==> src/rtl/core/tick_clock_with_task_alarms_core_macros.svh <==
// assertion helpers, clocked on clk and disabled while rst is high
`ifndef TICK_CLOCK_WITH_TASK_ALARMS_CORE_MACROS_SVH
`define TICK_CLOCK_WITH_TASK_ALARMS_CORE_MACROS_SVH

// same-cycle implication
`define TCTA_IMPLY(label, ante, cons) \
  label: assert property (@(posedge clk) disable iff (rst) (ante) |-> (cons)) \
    else $error("implication failed");

// next-cycle implication
`define TCTA_NEXT(label, ante, cons) \
  label: assert property (@(posedge clk) disable iff (rst) (ante) |=> (cons)) \
    else $error("next-cycle implication failed");

// condition that must never hold
`define TCTA_NEVER(label, cond) \
  label: assert property (@(posedge clk) disable iff (rst) !(cond)) \
    else $error("forbidden condition seen");

`endif

==> src/rtl/core/tcta_pkg.sv <==
package tcta_pkg;

  localparam int TCTA_TASK_SLOTS = 16;
  localparam logic [7:0] TPS_RESET = 8'd250;
  localparam int DIV_W = 17;
  localparam logic signed [15:0] SLICE_MIN = 16'sh8000;

  localparam logic [1:0] REQ_TICK  = 2'd0;
  localparam logic [1:0] REQ_ARM   = 2'd1;
  localparam logic [1:0] REQ_SLICE = 2'd2;

  typedef struct packed {
    logic [1:0]         req_type;
    logic               task_present;
    logic [3:0]         task_index;
    logic [31:0]        alarm_seconds;
    logic [7:0]         alarm_subtick;
    logic [15:0]        repeat_ticks;
    logic signed [15:0] slice_value;
  } req_t;

  typedef struct packed {
    logic        fired;
    logic [3:0]  signal_task;
    logic [31:0] wall_seconds;
    logic [7:0]  wall_subtick;
    logic [31:0] uptime_seconds;
    logic [7:0]  cpu_ticks_last;
    logic        resched;
    logic        last;
  } rsp_t;

  typedef struct packed {
    logic [31:0] sec;
    logic [7:0]  tick;
    logic [15:0] rep;
  } slot_t;

  typedef struct packed {
    logic             start;
    logic [DIV_W-1:0] dividend;
    logic [7:0]       divisor;
  } div_req_t;

  typedef struct packed {
    logic             done;
    logic [DIV_W-1:0] quotient;
    logic [7:0]       remainder;
  } div_rsp_t;

  function automatic logic time_due(input logic [31:0] sec, input logic [7:0] tick,
                                    input logic [31:0] now_sec, input logic [7:0] now_tick);
    return ((sec == now_sec) && (tick <= now_tick)) || (sec < now_sec);
  endfunction

  function automatic logic offer_ok(input logic [31:0] sec, input logic [7:0] tick,
                                    input logic [31:0] cur_sec, input logic [7:0] cur_tick);
    return (cur_sec == 32'd0) || (sec < cur_sec) || ((sec == cur_sec) && (tick < cur_tick));
  endfunction

endpackage

==> src/rtl/core/tcta_ifs.sv <==
interface tcta_req_if import tcta_pkg::*; ();
  logic valid;
  logic ready;
  req_t data;
  modport source (output valid, output data, input ready);
  modport sink (input valid, input data, output ready);
endinterface

interface tcta_rsp_if import tcta_pkg::*; ();
  logic valid;
  logic ready;
  rsp_t data;
  modport source (output valid, output data, input ready);
  modport sink (input valid, input data, output ready);
endinterface

interface tcta_cfg_if ();
  logic       valid;
  logic       ready;
  logic [7:0] data;
  modport source (output valid, output data, input ready);
  modport sink (input valid, input data, output ready);
endinterface

==> src/rtl/core/tcta_div.sv <==
module tcta_div import tcta_pkg::*; (
  input  logic     clk,
  input  logic     rst,
  input  div_req_t dreq,
  output div_rsp_t drsp,
  output logic     busy
);

  localparam int CNT_W = $clog2(DIV_W + 1);

  logic [DIV_W-1:0] quo;
  logic [8:0]       rem;
  logic [7:0]       dvs;
  logic [CNT_W-1:0] cnt;
  logic             done;
  logic [8:0]       rem_sh;
  logic [8:0]       rem_sub;
  logic             ge;

  always_comb begin
    rem_sh  = {rem[7:0], quo[DIV_W-1]};
    ge      = rem_sh >= {1'b0, dvs};
    rem_sub = rem_sh - {1'b0, dvs};
  end

  always_ff @(posedge clk) begin
    if (rst) begin
      busy <= 1'b0;
      done <= 1'b0;
      cnt  <= '0;
    end else begin
      done <= 1'b0;
      if (dreq.start) begin
        busy <= 1'b1;
        cnt  <= CNT_W'(DIV_W);
      end else if (busy) begin
        cnt <= cnt - 1'b1;
        if (cnt == CNT_W'(1)) begin
          busy <= 1'b0;
          done <= 1'b1;
        end
      end
    end
  end

  // one quotient bit per cycle
  always_ff @(posedge clk) begin
    if (dreq.start) begin
      quo <= dreq.dividend;
      rem <= '0;
      dvs <= dreq.divisor;
    end else if (busy) begin
      quo <= {quo[DIV_W-2:0], ge};
      rem <= ge ? rem_sub : rem_sh;
    end
  end

  assign drsp.done      = done;
  assign drsp.quotient  = quo;
  assign drsp.remainder = rem[7:0];

endmodule

==> src/rtl/core/tick_clock_with_task_alarms_core.sv <==
// Tick clock with per-task alarms.
// Channels: req (sink) carries ticks, alarm arms and slice loads; rsp (source)
// carries results; cfg (sink) writes ticks_per_second, taken at once.
// Every request yields zero or more alarm results (fired=1) and then one
// status result (last=1); all of them show the time state after the request.
// Flow: an arm, a slice load or an unknown code goes straight to the status
// result, a tick first checks for a due alarm. A tick that reaches the earliest
// alarm walks the slot table held in a one-port synchronous memory: each slot is
// read and then checked, each fired slot sends a signal result, and each repeating
// fired slot is re-armed through a bit-serial 17-bit divider.
// Results go through a two-entry output queue; a request is taken even while
// results still wait, and when the receiver stalls with the queue full the
// walk holds until space opens.
// Reset: wall time 1 s, uptime 0, counters and flags zero, rate 250, all
// slots disarmed (per-slot valid bits, no clearing pass).
module tick_clock_with_task_alarms_core import tcta_pkg::*; #(
  parameter int TASK_SLOTS = TCTA_TASK_SLOTS
) (
  input logic         clk,
  input logic         rst,
  tcta_req_if.sink    req,
  tcta_rsp_if.source  rsp,
  tcta_cfg_if.sink    cfg
);

  `include "tick_clock_with_task_alarms_core_macros.svh"

  localparam int IDXW = (TASK_SLOTS > 1) ? $clog2(TASK_SLOTS) : 1;

  localparam logic [2:0] S_IDLE = 3'd0;
  localparam logic [2:0] S_CHK  = 3'd1;
  localparam logic [2:0] S_RD   = 3'd2;
  localparam logic [2:0] S_EVAL = 3'd3;
  localparam logic [2:0] S_SIG  = 3'd4;
  localparam logic [2:0] S_DIV  = 3'd5;
  localparam logic [2:0] S_STAT = 3'd6;

  logic [2:0]         state;
  logic [7:0]         tps;
  logic [31:0]        wall_sec;
  logic [7:0]         wall_tick;
  logic [31:0]        up_sec;
  logic [7:0]         up_tick;
  logic [7:0]         busy_count;
  logic [7:0]         busy_last;
  logic signed [15:0] slice_count;
  logic               resched_flag;
  logic [31:0]        na_sec;
  logic [7:0]         na_tick;
  logic [IDXW-1:0]    slot_idx;
  logic [TASK_SLOTS-1:0] slot_vld;

  slot_t mem [TASK_SLOTS];
  slot_t rd_data;
  logic  rd_vld;
  logic  rd_en;
  logic  mem_we;
  logic [IDXW-1:0] mem_waddr;
  slot_t mem_wdata;

  rsp_t       fifo_q [2];
  logic [1:0] fifo_cnt;
  logic       wr_ptr;
  logic       rd_ptr;
  logic       fifo_room;
  logic       push;
  logic       pop;
  rsp_t       push_data;

  div_req_t dreq;
  div_rsp_t drsp;
  logic     div_busy;

  logic               accept;
  logic [7:0]         hz;
  slot_t              ent;
  logic [8:0]         up_tick_inc;
  logic [8:0]         wall_tick_inc;
  logic               up_wrap;
  logic               wall_wrap;
  logic [7:0]         busy_inc;
  logic signed [15:0] slice_dec;
  logic               idx_ok;
  logic [IDXW-1:0]    arm_addr;
  logic               last_slot;
  logic [31:0]        rearm_sec;

  assign req.ready = (state == S_IDLE);
  assign cfg.ready = 1'b1;
  assign accept    = req.valid && req.ready;

  always_comb begin
    hz            = (tps == 8'd0) ? 8'd1 : tps;
    ent           = rd_vld ? rd_data : '0;
    up_tick_inc   = {1'b0, up_tick} + 9'd1;
    wall_tick_inc = {1'b0, wall_tick} + 9'd1;
    up_wrap       = up_tick_inc >= {1'b0, hz};
    wall_wrap     = wall_tick_inc >= {1'b0, hz};
    busy_inc      = (req.data.task_present && busy_count != 8'hFF) ?
                    busy_count + 8'd1 : busy_count;
    slice_dec     = (slice_count != SLICE_MIN) ? slice_count - 16'sd1 : slice_count;
    idx_ok        = int'(req.data.task_index) < TASK_SLOTS;
    arm_addr      = IDXW'(req.data.task_index);
    last_slot     = slot_idx == IDXW'(TASK_SLOTS - 1);
    rearm_sec     = wall_sec + 32'(drsp.quotient);
  end

  // divider for the re-arm time
  always_comb begin
    dreq.start    = (state == S_SIG) && fifo_room && (ent.rep != 16'd0);
    dreq.dividend = DIV_W'(wall_tick) + DIV_W'(ent.rep);
    dreq.divisor  = hz;
  end

  tcta_div u_div (
    .clk  (clk),
    .rst  (rst),
    .dreq (dreq),
    .drsp (drsp),
    .busy (div_busy)
  );

  // slot memory port control
  always_comb begin
    rd_en     = (state == S_RD);
    mem_we    = 1'b0;
    mem_waddr = slot_idx;
    mem_wdata = ent;
    unique case (state)
      S_IDLE: begin
        if (accept && req.data.req_type == REQ_ARM && idx_ok) begin
          mem_we         = 1'b1;
          mem_waddr      = arm_addr;
          mem_wdata.sec  = req.data.alarm_seconds;
          mem_wdata.tick = req.data.alarm_subtick;
          mem_wdata.rep  = req.data.repeat_ticks;
        end
      end
      S_SIG: begin
        if (fifo_room && ent.rep == 16'd0) begin
          mem_we        = 1'b1;
          mem_wdata.sec = 32'd0;
        end
      end
      S_DIV: begin
        if (drsp.done) begin
          mem_we         = 1'b1;
          mem_wdata.sec  = rearm_sec;
          mem_wdata.tick = drsp.remainder;
        end
      end
      default: begin
      end
    endcase
  end

  always_ff @(posedge clk) begin
    if (mem_we) begin
      mem[mem_waddr] <= mem_wdata;
    end
    if (rd_en) begin
      rd_data <= mem[slot_idx];
    end
  end

  always_ff @(posedge clk) begin
    if (rst) begin
      rd_vld <= 1'b0;
    end else if (rd_en) begin
      rd_vld <= slot_vld[slot_idx];
    end
  end

  // result queue
  always_comb begin
    fifo_room              = fifo_cnt != 2'd2;
    pop                    = rsp.valid && rsp.ready;
    push                   = ((state == S_SIG) || (state == S_STAT)) && fifo_room;
    push_data.fired        = (state == S_SIG);
    push_data.signal_task  = (state == S_SIG) ? 4'(slot_idx) : 4'd0;
    push_data.wall_seconds = wall_sec;
    push_data.wall_subtick = wall_tick;
    push_data.uptime_seconds = up_sec;
    push_data.cpu_ticks_last = busy_last;
    push_data.resched      = resched_flag;
    push_data.last         = (state == S_STAT);
  end

  assign rsp.valid = fifo_cnt != 2'd0;
  assign rsp.data  = fifo_q[rd_ptr];

  always_ff @(posedge clk) begin
    if (rst) begin
      fifo_cnt <= 2'd0;
      wr_ptr   <= 1'b0;
      rd_ptr   <= 1'b0;
    end else begin
      if (push) begin
        wr_ptr <= !wr_ptr;
      end
      if (pop) begin
        rd_ptr <= !rd_ptr;
      end
      fifo_cnt <= fifo_cnt + {1'b0, push} - {1'b0, pop};
    end
  end

  always_ff @(posedge clk) begin
    if (push) begin
      fifo_q[wr_ptr] <= push_data;
    end
  end

  // sequencer and time state
  always_ff @(posedge clk) begin
    if (rst) begin
      state        <= S_IDLE;
      tps          <= TPS_RESET;
      wall_sec     <= 32'd1;
      wall_tick    <= 8'd0;
      up_sec       <= 32'd0;
      up_tick      <= 8'd0;
      busy_count   <= 8'd0;
      busy_last    <= 8'd0;
      slice_count  <= 16'sd0;
      resched_flag <= 1'b0;
      na_sec       <= 32'd0;
      na_tick      <= 8'd0;
      slot_idx     <= '0;
      slot_vld     <= '0;
    end else begin
      if (cfg.valid) begin
        tps <= cfg.data;
      end
      unique case (state)
        S_IDLE: begin
          if (accept) begin
            unique case (req.data.req_type)
              REQ_TICK: begin
                if (up_wrap) begin
                  busy_last  <= busy_inc;
                  busy_count <= 8'd0;
                  up_tick    <= 8'd0;
                  up_sec     <= up_sec + 32'd1;
                end else begin
                  busy_count <= busy_inc;
                  up_tick    <= up_tick_inc[7:0];
                end
                if (wall_wrap) begin
                  wall_tick <= 8'd0;
                  wall_sec  <= wall_sec + 32'd1;
                end else begin
                  wall_tick <= wall_tick_inc[7:0];
                end
                if (req.data.task_present) begin
                  slice_count <= slice_dec;
                  if (slice_dec[15]) begin
                    resched_flag <= 1'b1;
                  end
                end
                state <= S_CHK;
              end
              REQ_ARM: begin
                if (idx_ok) begin
                  slot_vld[arm_addr] <= 1'b1;
                  if (req.data.alarm_seconds != 32'd0 &&
                      offer_ok(req.data.alarm_seconds, req.data.alarm_subtick,
                               na_sec, na_tick)) begin
                    na_sec  <= req.data.alarm_seconds;
                    na_tick <= req.data.alarm_subtick;
                  end
                end
                state <= S_STAT;
              end
              REQ_SLICE: begin
                slice_count <= req.data.slice_value;
                state       <= S_STAT;
              end
              default: begin
                state <= S_STAT;
              end
            endcase
          end
        end
        S_CHK: begin
          if (na_sec != 32'd0 && time_due(na_sec, na_tick, wall_sec, wall_tick)) begin
            na_sec   <= 32'd0;
            slot_idx <= '0;
            state    <= S_RD;
          end else begin
            state <= S_STAT;
          end
        end
        S_RD: begin
          state <= S_EVAL;
        end
        S_EVAL: begin
          if (ent.sec != 32'd0 && time_due(ent.sec, ent.tick, wall_sec, wall_tick)) begin
            state <= S_SIG;
          end else begin
            if (ent.sec != 32'd0 && offer_ok(ent.sec, ent.tick, na_sec, na_tick)) begin
              na_sec  <= ent.sec;
              na_tick <= ent.tick;
            end
            if (last_slot) begin
              state <= S_STAT;
            end else begin
              slot_idx <= slot_idx + 1'b1;
              state    <= S_RD;
            end
          end
        end
        S_SIG: begin
          if (fifo_room) begin
            if (ent.rep != 16'd0) begin
              state <= S_DIV;
            end else if (last_slot) begin
              state <= S_STAT;
            end else begin
              slot_idx <= slot_idx + 1'b1;
              state    <= S_RD;
            end
          end
        end
        S_DIV: begin
          if (drsp.done) begin
            if (rearm_sec != 32'd0 &&
                offer_ok(rearm_sec, drsp.remainder, na_sec, na_tick)) begin
              na_sec  <= rearm_sec;
              na_tick <= drsp.remainder;
            end
            if (last_slot) begin
              state <= S_STAT;
            end else begin
              slot_idx <= slot_idx + 1'b1;
              state    <= S_RD;
            end
          end
        end
        S_STAT: begin
          if (fifo_room) begin
            state <= S_IDLE;
          end
        end
        default: begin
          state <= S_IDLE;
        end
      endcase
    end
  end

  `TCTA_NEVER(a_fifo_bound, fifo_cnt == 2'd3)
  `TCTA_IMPLY(a_div_idle_on_start, dreq.start, !div_busy)
  `TCTA_NEVER(a_mem_port_clash, mem_we && rd_en)
  `TCTA_NEXT(a_wall_tick_wraps, accept && req.data.req_type == REQ_TICK, wall_tick < hz)

endmodule

==> src/flat_wrapper.sv <==
// flat-port wrapper written by rule: the top's interface ports become plain ports
module tick_clock_with_task_alarms_core_flat import tcta_pkg::*;
#(
  parameter int TASK_SLOTS = TCTA_TASK_SLOTS
)
  (clk, rst, req_valid, req_data, req_ready, rsp_valid, rsp_data, rsp_ready, cfg_valid, cfg_data, cfg_ready);
  tcta_req_if req_i ();
  tcta_rsp_if rsp_i ();
  tcta_cfg_if cfg_i ();
  input logic clk;
  input logic rst;
  input wire logic [$bits(req_i.valid)-1:0] req_valid;
  input wire logic [$bits(req_i.data)-1:0] req_data;
  output wire logic [$bits(req_i.ready)-1:0] req_ready;
  output wire logic [$bits(rsp_i.valid)-1:0] rsp_valid;
  output wire logic [$bits(rsp_i.data)-1:0] rsp_data;
  input wire logic [$bits(rsp_i.ready)-1:0] rsp_ready;
  input wire logic [$bits(cfg_i.valid)-1:0] cfg_valid;
  input wire logic [$bits(cfg_i.data)-1:0] cfg_data;
  output wire logic [$bits(cfg_i.ready)-1:0] cfg_ready;
  assign req_i.valid = req_valid;
  assign req_i.data = req_data;
  assign req_ready = req_i.ready;
  assign rsp_valid = rsp_i.valid;
  assign rsp_data = rsp_i.data;
  assign rsp_i.ready = rsp_ready;
  assign cfg_i.valid = cfg_valid;
  assign cfg_i.data = cfg_data;
  assign cfg_ready = cfg_i.ready;
  tick_clock_with_task_alarms_core #(.TASK_SLOTS(TASK_SLOTS)) u_core (.clk(clk), .rst(rst), .req(req_i), .rsp(rsp_i), .cfg(cfg_i));
endmodule
==> config.mk <==
export PLATFORM = sky130hd
export DESIGN_NAME = tick_clock_with_task_alarms_core_flat
export DESIGN_NICKNAME = d
export VERILOG_FILES = /design/src/rtl/core/tcta_pkg.sv /design/src/rtl/core/tcta_ifs.sv /design/src/rtl/core/tcta_div.sv /design/src/rtl/core/tick_clock_with_task_alarms_core.sv /design/src/flat_wrapper.sv
export VERILOG_INCLUDE_DIRS = /design/src /design/src/rtl/core
export SDC_FILE = /design/constraint.sdc
export NUM_CORES = 2
export LEC_CHECK = 0
export BUFFER_PORTS_ARGS = -buffer_cell sky130_fd_sc_hd__buf_2
export CAP_MARGIN = 0
export CORE_ASPECT_RATIO = 0.75
export CORE_MARGIN = 2
export CORE_UTILIZATION = 63
export DETAILED_ROUTE_END_ITERATION = 8
export PLACE_DENSITY = 0.92
export SLEW_MARGIN = 10
export SYNTH_ARGS = -nofsm -noshare
export SYNTH_HDL_FRONTEND = slang
export SYNTH_SLANG_ARGS = --single-unit
export TNS_END_PERCENT = 10
==> constraint.sdc <==
create_clock -name clk -period 8.65 [get_ports clk]
set_input_delay 1.73 -clock clk [delete_from_list [all_inputs] [get_ports clk]]
set_output_delay 1.73 -clock clk [all_outputs]
set_load 0.05 [all_outputs]
---- After elaboration in Yosys (flattened, before gate mapping) ----
Memories as Yosys holds them, arrays and structs flattened. A register that Yosys moved wholly into a read port is not among the register bits.
Cells that the tools add are included.
operators by class
  add/subtract/negate cells ............... 13
  order comparisons ....................... 16
  equality and inequality tests ........... 31
  multiplexer cells ....................... 75
  bitwise operators ....................... 2
  reduce and logical (&&, ||, !) cells .... 59
operators with widths
  kind                                                              number
  32-bit two-way mux                                                9
  32-bit equality test                                              5
  32-bit less-than comparator                                       5
  32-bit one-hot mux with 4 select lines                            1
  32-bit nonzero test                                               4
  56-bit two-way mux                                                2
  8-bit two-way mux                                                 13
  32-bit one-hot mux with 3 select lines                            1
  32-bit by 1-bit adder with 32-bit output (second input constant)  2
  16-bit two-way mux                                                3
  40-bit two-way mux                                                1
  4-bit two-way mux                                                 9
  17-bit two-way mux                                                2
  32-bit by 17-bit adder with 32-bit output                         1
  32-bit zero test                                                  1
  16-bit one-hot mux with 2 select lines                            1
  9-bit by 8-bit greater-or-equal comparator with 1-bit output      3
  3-bit two-way mux                                                 9
  8-bit less-than comparator                                        3
  8-bit one-hot mux with 3 select lines                             1
  3-bit one-hot mux with 7 select lines                             1
  1-bit logical AND                                                 19
  8-bit by 1-bit adder with 9-bit output (second input constant)    2
  8-bit by 16-bit adder with 17-bit output                          1
  48 further kinds                                                  97
word-level totals
  bits in registers ....................... 229
  memory bits (writable) .................. 1070
  input port bits ......................... 92
  output and inout port bits .............. 90
  logic and storage cells ................. 224
  memories ................................ 2
memories
  memory         words  bits a word  rd ports  clocked after memory_dff  write ports  line                                    text
  u_core.mem     16     56           1         1                         1            tick_clock_with_task_alarms_core.sv:53  slot_t mem [TASK_SLOTS];
  u_core.fifo_q  2      87           1         1                         1            tick_clock_with_task_alarms_core.sv:61  rsp_t fifo_q [2];

---- Longest topological paths before layout ----
  depth in word-level cells ............... 8
  depth in mapped cells ................... 21
  gate-level depth less buffers ........... 20

---- Modules after synthesis ----
Synthesis repeated with hierarchy kept, for this count alone.
second synthesis, totals
  cells, all modules ...................... 4159
  area, all modules ....................... 61649.1 um^2
modules (own cells, without submodules)
  module                            instances  cells each  area each (um^2)  sequential area each (um^2)
  tick_clock_with_task_alarms_core  1          3989        59624.7           37616.1
  tcta_div                          1          170         2024.4            1051.0

---- Worst setup path before layout ----
Ideal clock, no wire load.
  kind .................................... reg-to-reg
  start ................................... register u_core.state[0]
  end ..................................... memory u_core.fifo_q[0][0] in the netlist's numbering, enable pin
  setup time .............................. 0.640 ns
  arrival time ............................ 6.848 ns
  required time ........................... 8.010 ns
  path slack .............................. 1.162 ns
  stages on the path, launching flop included .. 6
  buffers on the path ..................... 2
  clock period less this slack ............ 7.488 ns
  cell sequence ........................... dfxtp_1 clkbuf_1 inv_1 clkbuf_1 nand2_1 nor3_1
between the ends
  longest elaborated chain between the ends .. 5
  elaborated cells between the ends (all ways) .. 6
  classes of those cells .................. eq/ne (2); mux (2); reduce/logical (2)
ends and longest elaborated chain
  element                                    line                                     text
  start, declared                            tick_clock_with_task_alarms_core.sv:38   logic [2:0] state;
  start signal, assigned                     tick_clock_with_task_alarms_core.sv:217  state <= S_IDLE;
  start signal, assigned                     tick_clock_with_task_alarms_core.sv:261  state <= S_CHK;
  start signal, assigned                     tick_clock_with_task_alarms_core.sv:273  state <= S_STAT;
  3-bit equality test                        tick_clock_with_task_alarms_core.sv:178  push = ((state == S_SIG) || (state == S_STAT)) && fifo_room;
  1-bit logical OR *                         tick_clock_with_task_alarms_core.sv:178
  1-bit logical AND *                        tick_clock_with_task_alarms_core.sv:178
  1-bit two-way mux *                        tick_clock_with_task_alarms_core.sv:209  if (push) begin
  1-bit two-way mux (implied by the code) *  tick_clock_with_task_alarms_core.sv:210  fifo_q[wr_ptr] <= push_data;
  end, declared                              tick_clock_with_task_alarms_core.sv:61
Every way passes the cells marked *; elsewhere a longest branch is shown, timed or not.

---- Worst setup path after layout ----
  start ................................... register u_core.wall_sec[0]
  end ..................................... register u_core.na_sec[5]
between the ends
  longest elaborated chain between the ends .. 7
  elaborated cells between the ends (all ways) .. 25
  classes of those cells .................. add/sub (1); order compare (3); eq/ne (6); mux (3); reduce/logical (12)
ends and longest elaborated chain
  element                                                              line                                     text
  start, declared                                                      tick_clock_with_task_alarms_core.sv:40   logic [31:0] wall_sec;
  start signal, assigned                                               tick_clock_with_task_alarms_core.sv:251  wall_sec <= wall_sec + 32'd1;
  32-bit by 17-bit adder with 32-bit output                            tick_clock_with_task_alarms_core.sv:105  rearm_sec = wall_sec + 32'(drsp.quotient);
  32-bit less-than comparator or 32-bit equality test (tied branches)  tcta_pkg.sv:58                           return (cur_sec == 32'd0) || (sec < cur_sec) || ((sec == cur_sec) && (tick < cur_tick));
  1-bit logical OR or 1-bit logical AND (tied branches)                tcta_pkg.sv:58
  1-bit logical OR                                                     tcta_pkg.sv:58
  1-bit logical AND                                                    tick_clock_with_task_alarms_core.sv:327  if (rearm_sec != 32'd0 &&
  2-bit by 1-bit != test with 1-bit output (no line)                   -
  9-bit AND reduction (no line)                                        -
  end signal, assigned                                                 tick_clock_with_task_alarms_core.sv:269  na_sec <= req.data.alarm_seconds;
  end signal, assigned                                                 tick_clock_with_task_alarms_core.sv:302  na_sec <= ent.sec;
  end signal, assigned                                                 tick_clock_with_task_alarms_core.sv:329  na_sec <= rearm_sec;
  end, declared                                                        tick_clock_with_task_alarms_core.sv:48   logic [31:0] na_sec;
Parallel ways exist; a longest one is shown, timed or not. The select of a mux whose other input is x is not followed.
A chain may end at the register's enable or synchronous reset.

==> key figures <==
Synth
  – Post-synthesis average cell area: 14.9 um^2
  – Top post-synthesis cells by count: 1151 x sky130_fd_sc_hd__edfxtp_1, 285 x sky130_fd_sc_hd__mux4_2, 258 x sky130_fd_sc_hd__ha_1
  – Top-area cell type share of the netlist area: 56.3%
  – Post-synthesis cell count: 4135
  – Cell taking the most area after synthesis: sky130_fd_sc_hd__edfxtp_1
  – Predominant post-synthesis flop cell: sky130_fd_sc_hd__edfxtp_1
  – Sequential fraction of the synthesis area: 63.0%
  – Number of enable flip-flop cells after synthesis: 1151
  – Flops & latches, synth: 1356
  – Most common cell in the synthesized netlist: sky130_fd_sc_hd__edfxtp_1
  – Biggest area contributors in the synthesized netlist: sky130_fd_sc_hd__edfxtp_1 56%, sky130_fd_sc_hd__mux4_2 10%, sky130_fd_sc_hd__dfxtp_1 6.7%, sky130_fd_sc_hd__ha_1 5.3%, sky130_fd_sc_hd__mux2_2 1.8%
  – Yosys warning count: 0
  – Unique cell type count in the Yosys netlist: 93
  – Total standard cell area after synthesis: 61400 um^2
  – Number of nets in the synthesized netlist: 4488
  – Async set or reset register ratio after synthesis: 0%

Floorplan
  – CORE AREA: 97000 um^2
  – Placement row count: 99
  – Full die area: 100000 um^2
  – Total I/O pin count: 182
  – Chip Width: 365 um
  – Initial Util: 63.3%
  – Die height: 274 um

Global route
  – Busiest metal layer after global routing: met2
  – Initial antenna violation count: 23
  – GRT met3 Usage: 10.1%
  – Wire length of the first global-routing pass: 262000 um
  – Largest net degree at the start of global routing: 115
  – GR met2 Demand/Resource: 52.6%
  – Global routing usage summed across all routing layers: 36.1%
  – Gr ovfl total: 0
  – Vias in the first global route: 38600
  – Met1 track demand over resource in global routing: 52.4%

Power
  – Total power of the final layout: 0.0188 W
  – Reported leakage power: 23.6 nW
  – Worst IR Drop VDD: 0.187 mV
  – Pwr dens: 275 nW/um^2

Hold path
  – Kind of path behind the tightest hold check: flip-flop to flip-flop

Clocking
  – Post-CTS setup repair buffer count: 0
  – Clock tree from TritonCTS: built
  – Post-cts hold buffer count: 0
  – Number of buffers added by the clock tree synthesis step: 130
  – Number of buffers between clock root and the deepest sink: 3
  – Clock sink count: 1356
  – Worst-skew pair later-pin latency: 780 ps
  – Clock H-tree levels: 4
  – Clk slew on worst S/H paths: 70 ps
  – Post-cts sizing count: 0
  – Clk Tree Root Cell: sky130_fd_sc_hd__clkbuf_16

Route
  – Drc violations: 0
  – Total routed wirelength: 179000 um
  – Starting DRC count in detailed routing: 7725
  – Number of vias in the routed layout: 40700
  – Remaining antenna violation count: 0
  – Number of detailed-route iterations in the first pass: 9
  – Average vias per placed instance: 7.06
  – Routed length per placed instance: 31.1 um

Layout
  – Register area: 38700 um^2
  – Finished Cell Area: 68300 um^2
  – Area of combinational cells with multiple inputs: 21400 um^2
  – Filler cells: 5888
  – Layout cell share with drive strength beyond 1: 20.9%
  – Util after Layout: 70.4%
  – Layout overhead on the synthesized area: 11.2%
  – Post-layout net count: 4683

Critical path
  – Critical Path, Cell by Cell: ha_1 > fa_1 > a211oi_2 > o21ai_2 > a2111oi_0 > buf_4 > inv_1 > ha_1 > nand4_1 > a211oi_1 > a211oi_1 > o41ai_1 > a2111o_1 > a32oi_1 > o211ai_1 > a41o_2 > nor2_4 > a211oi_2
  – Crit-path leading delay family: compound AO/OA/AOI/OAI gates
  – Count of buffer and inverter cells on the critical path: 2
  – Capturing element type of the critical path: flip-flop
  – Slowest CP cell: sky130_fd_sc_hd__nor2_4
  – Worst setup SP type: flip-flop
  – Critical path arrival: 6850 ps
  – Worst setup path category: flip-flop to flip-flop
  – Worst endpoint required time: 9200 ps
  – Delay contributed by the slowest stage of the critical path: 1020 ps
  – Crit Path Max Fanout: 32

Place
  – Number of port buffers: 180
  – Final HPWL DP: 117000 um
  – Routability-driven placement congestion ratio: 1.01
  – Dpl cell area: 64000 um^2

Timing
  – RSZ-0062 raised after global routing: no
  – Count of endpoints failing setup in the final report: 0
  – Slew at the pin closest to its max-slew limit: 1330 ps
  – Remaining max-slew budget at the tightest pin: 10.5%
  – Highest Clock Rate: 159 MHz
  – Post-route minimum period: 6290 ps
  – Setup TNS: 0 ps
  – Final worst path period share: 72.8%
  – Hold slack final: 448 ps
  – Max-slew violation count: 0
  – Max Clock Skew: 59.7 ps
  – Number of hold violations in the final report: 0

Run status
  – Outcome: completed

Job
  – Number of max-capacitance violations reported: 0
[final timing paths]
check / startpoint / endpoint / slack, ps / cells past startpoint
setup / recovery: u_core.wall_sec[0]$_SDFFE_PP1P_ / u_core.na_sec[5]$_SDFFE_PP0P_ / 2360 / 18
hold / removal: u_core.tps[2]$_SDFFE_PP0P_ / u_core.u_div.dvs[2]$_DFFE_PP_ / 450 / 0
setup reg to reg: u_core.wall_sec[0]$_SDFFE_PP1P_ / u_core.na_sec[5]$_SDFFE_PP0P_ / 2360 / 18
hold reg to reg: u_core.tps[2]$_SDFFE_PP0P_ / u_core.u_div.dvs[2]$_DFFE_PP_ / 450 / 0
[kinds of logic (layout without fill, tap and decap cells)]
logic type      count (synthesis)  after routing  share of synthesized area (%)
other cells                     1             14                        0.00611
simple gates                  911            911                           7.40
xor+xnor                      120            120                           1.71
buf+inv                       384            686                           2.43
flops                        1356           1356                           63.0
mux                           393            393                           12.4
fa+ha+maj                     261            261                           5.35
compound gates                709            709                           7.72
[metal layers]
layer  share of wire [%]  up-vias
li1                    -    16600
met1                  37    20100
met2                  44     3429
met3                  15      551
met4                 4.2       18
met5               0.067        -
[worst register-to-register path, stage by stage (launching register included)]
cell and delay, ps:
sky130_fd_sc_hd__dfxtp_1 420, sky130_fd_sc_hd__ha_1 270, sky130_fd_sc_hd__fa_1 430, sky130_fd_sc_hd__a211oi_2 310
sky130_fd_sc_hd__o21ai_2 180, sky130_fd_sc_hd__a2111oi_0 960, sky130_fd_sc_hd__buf_4 290, sky130_fd_sc_hd__inv_1 70
sky130_fd_sc_hd__ha_1 270, sky130_fd_sc_hd__nand4_1 150, sky130_fd_sc_hd__a211oi_1 70, sky130_fd_sc_hd__a211oi_1 200
sky130_fd_sc_hd__o41ai_1 130, sky130_fd_sc_hd__a2111o_1 400, sky130_fd_sc_hd__a32oi_1 180, sky130_fd_sc_hd__o211ai_1 150
sky130_fd_sc_hd__a41o_2 390, sky130_fd_sc_hd__nor2_4 1020, sky130_fd_sc_hd__a211oi_2 200
[per-stage QoR]
stage / cells / setup slack (ps)
floorplan: 4135 / 1160
global placement: 5510 / 2690
detailed placement: 5510 / 2630
CTS: 5749 / 2560
global route: 5755 / 2080
finish: 5763 / 2360
[final cells by class]
class	count	share of cell area, %
timing repair buffer	264	2.29
sequential	1356	56.7
clock inverter	60	1.08
multi-input combinational	2395	31.4
antenna	13	0.0476
clock buffer	179	5.12
tap	1313	2.41
inverter	183	1.01
[power breakdown]
group          total [W]  switching (W)  leakage (nW)  internal [W]
Clock            0.00570        0.00264          2.02       0.00306
Combinational    0.00479        0.00320          9.21       0.00159
Sequential       0.00828       0.000418          12.4       0.00787
Total             0.0188        0.00625          23.6        0.0125
[cells in the final DEF (no fill, tap or decap), drive strengths merged, types with 13 or more instances in the layout]
master	count
a21o	41
and3	44
diode	13
xor2	41
nand2b	19
o22ai	25
nor2	227
clkbuf	179
mux2	96
a21oi	193
buf	264
a221o	14
a22oi	61
and2	34
o21ai	165
a31oi	13
o211ai	17
inv	187
nand3	66
nor4	56
nand4	75
dfxtp	205
edfxtp	1151
clkinv	45
or3	23
o31ai	21
o221ai	15
a22o	14
xnor2	79
nor3	40
mux4	285
nor2b	30
nand2	238
ha	258
a211oi	52
[registers in the layout, indices dropped and copies added, names as in the netlist, 16 cells and up, named ones only]
register            cells
u_core.rd_data         56
u_core.mem            896
u_core.u_div.quo       17
u_core.slot_vld        16
u_core.up_sec          32
u_core.slice_count     16
u_core.fifo_q         174
u_core.na_sec          32
u_core.wall_sec        32
No activity file was read; power rests on OpenSTA's default activity.
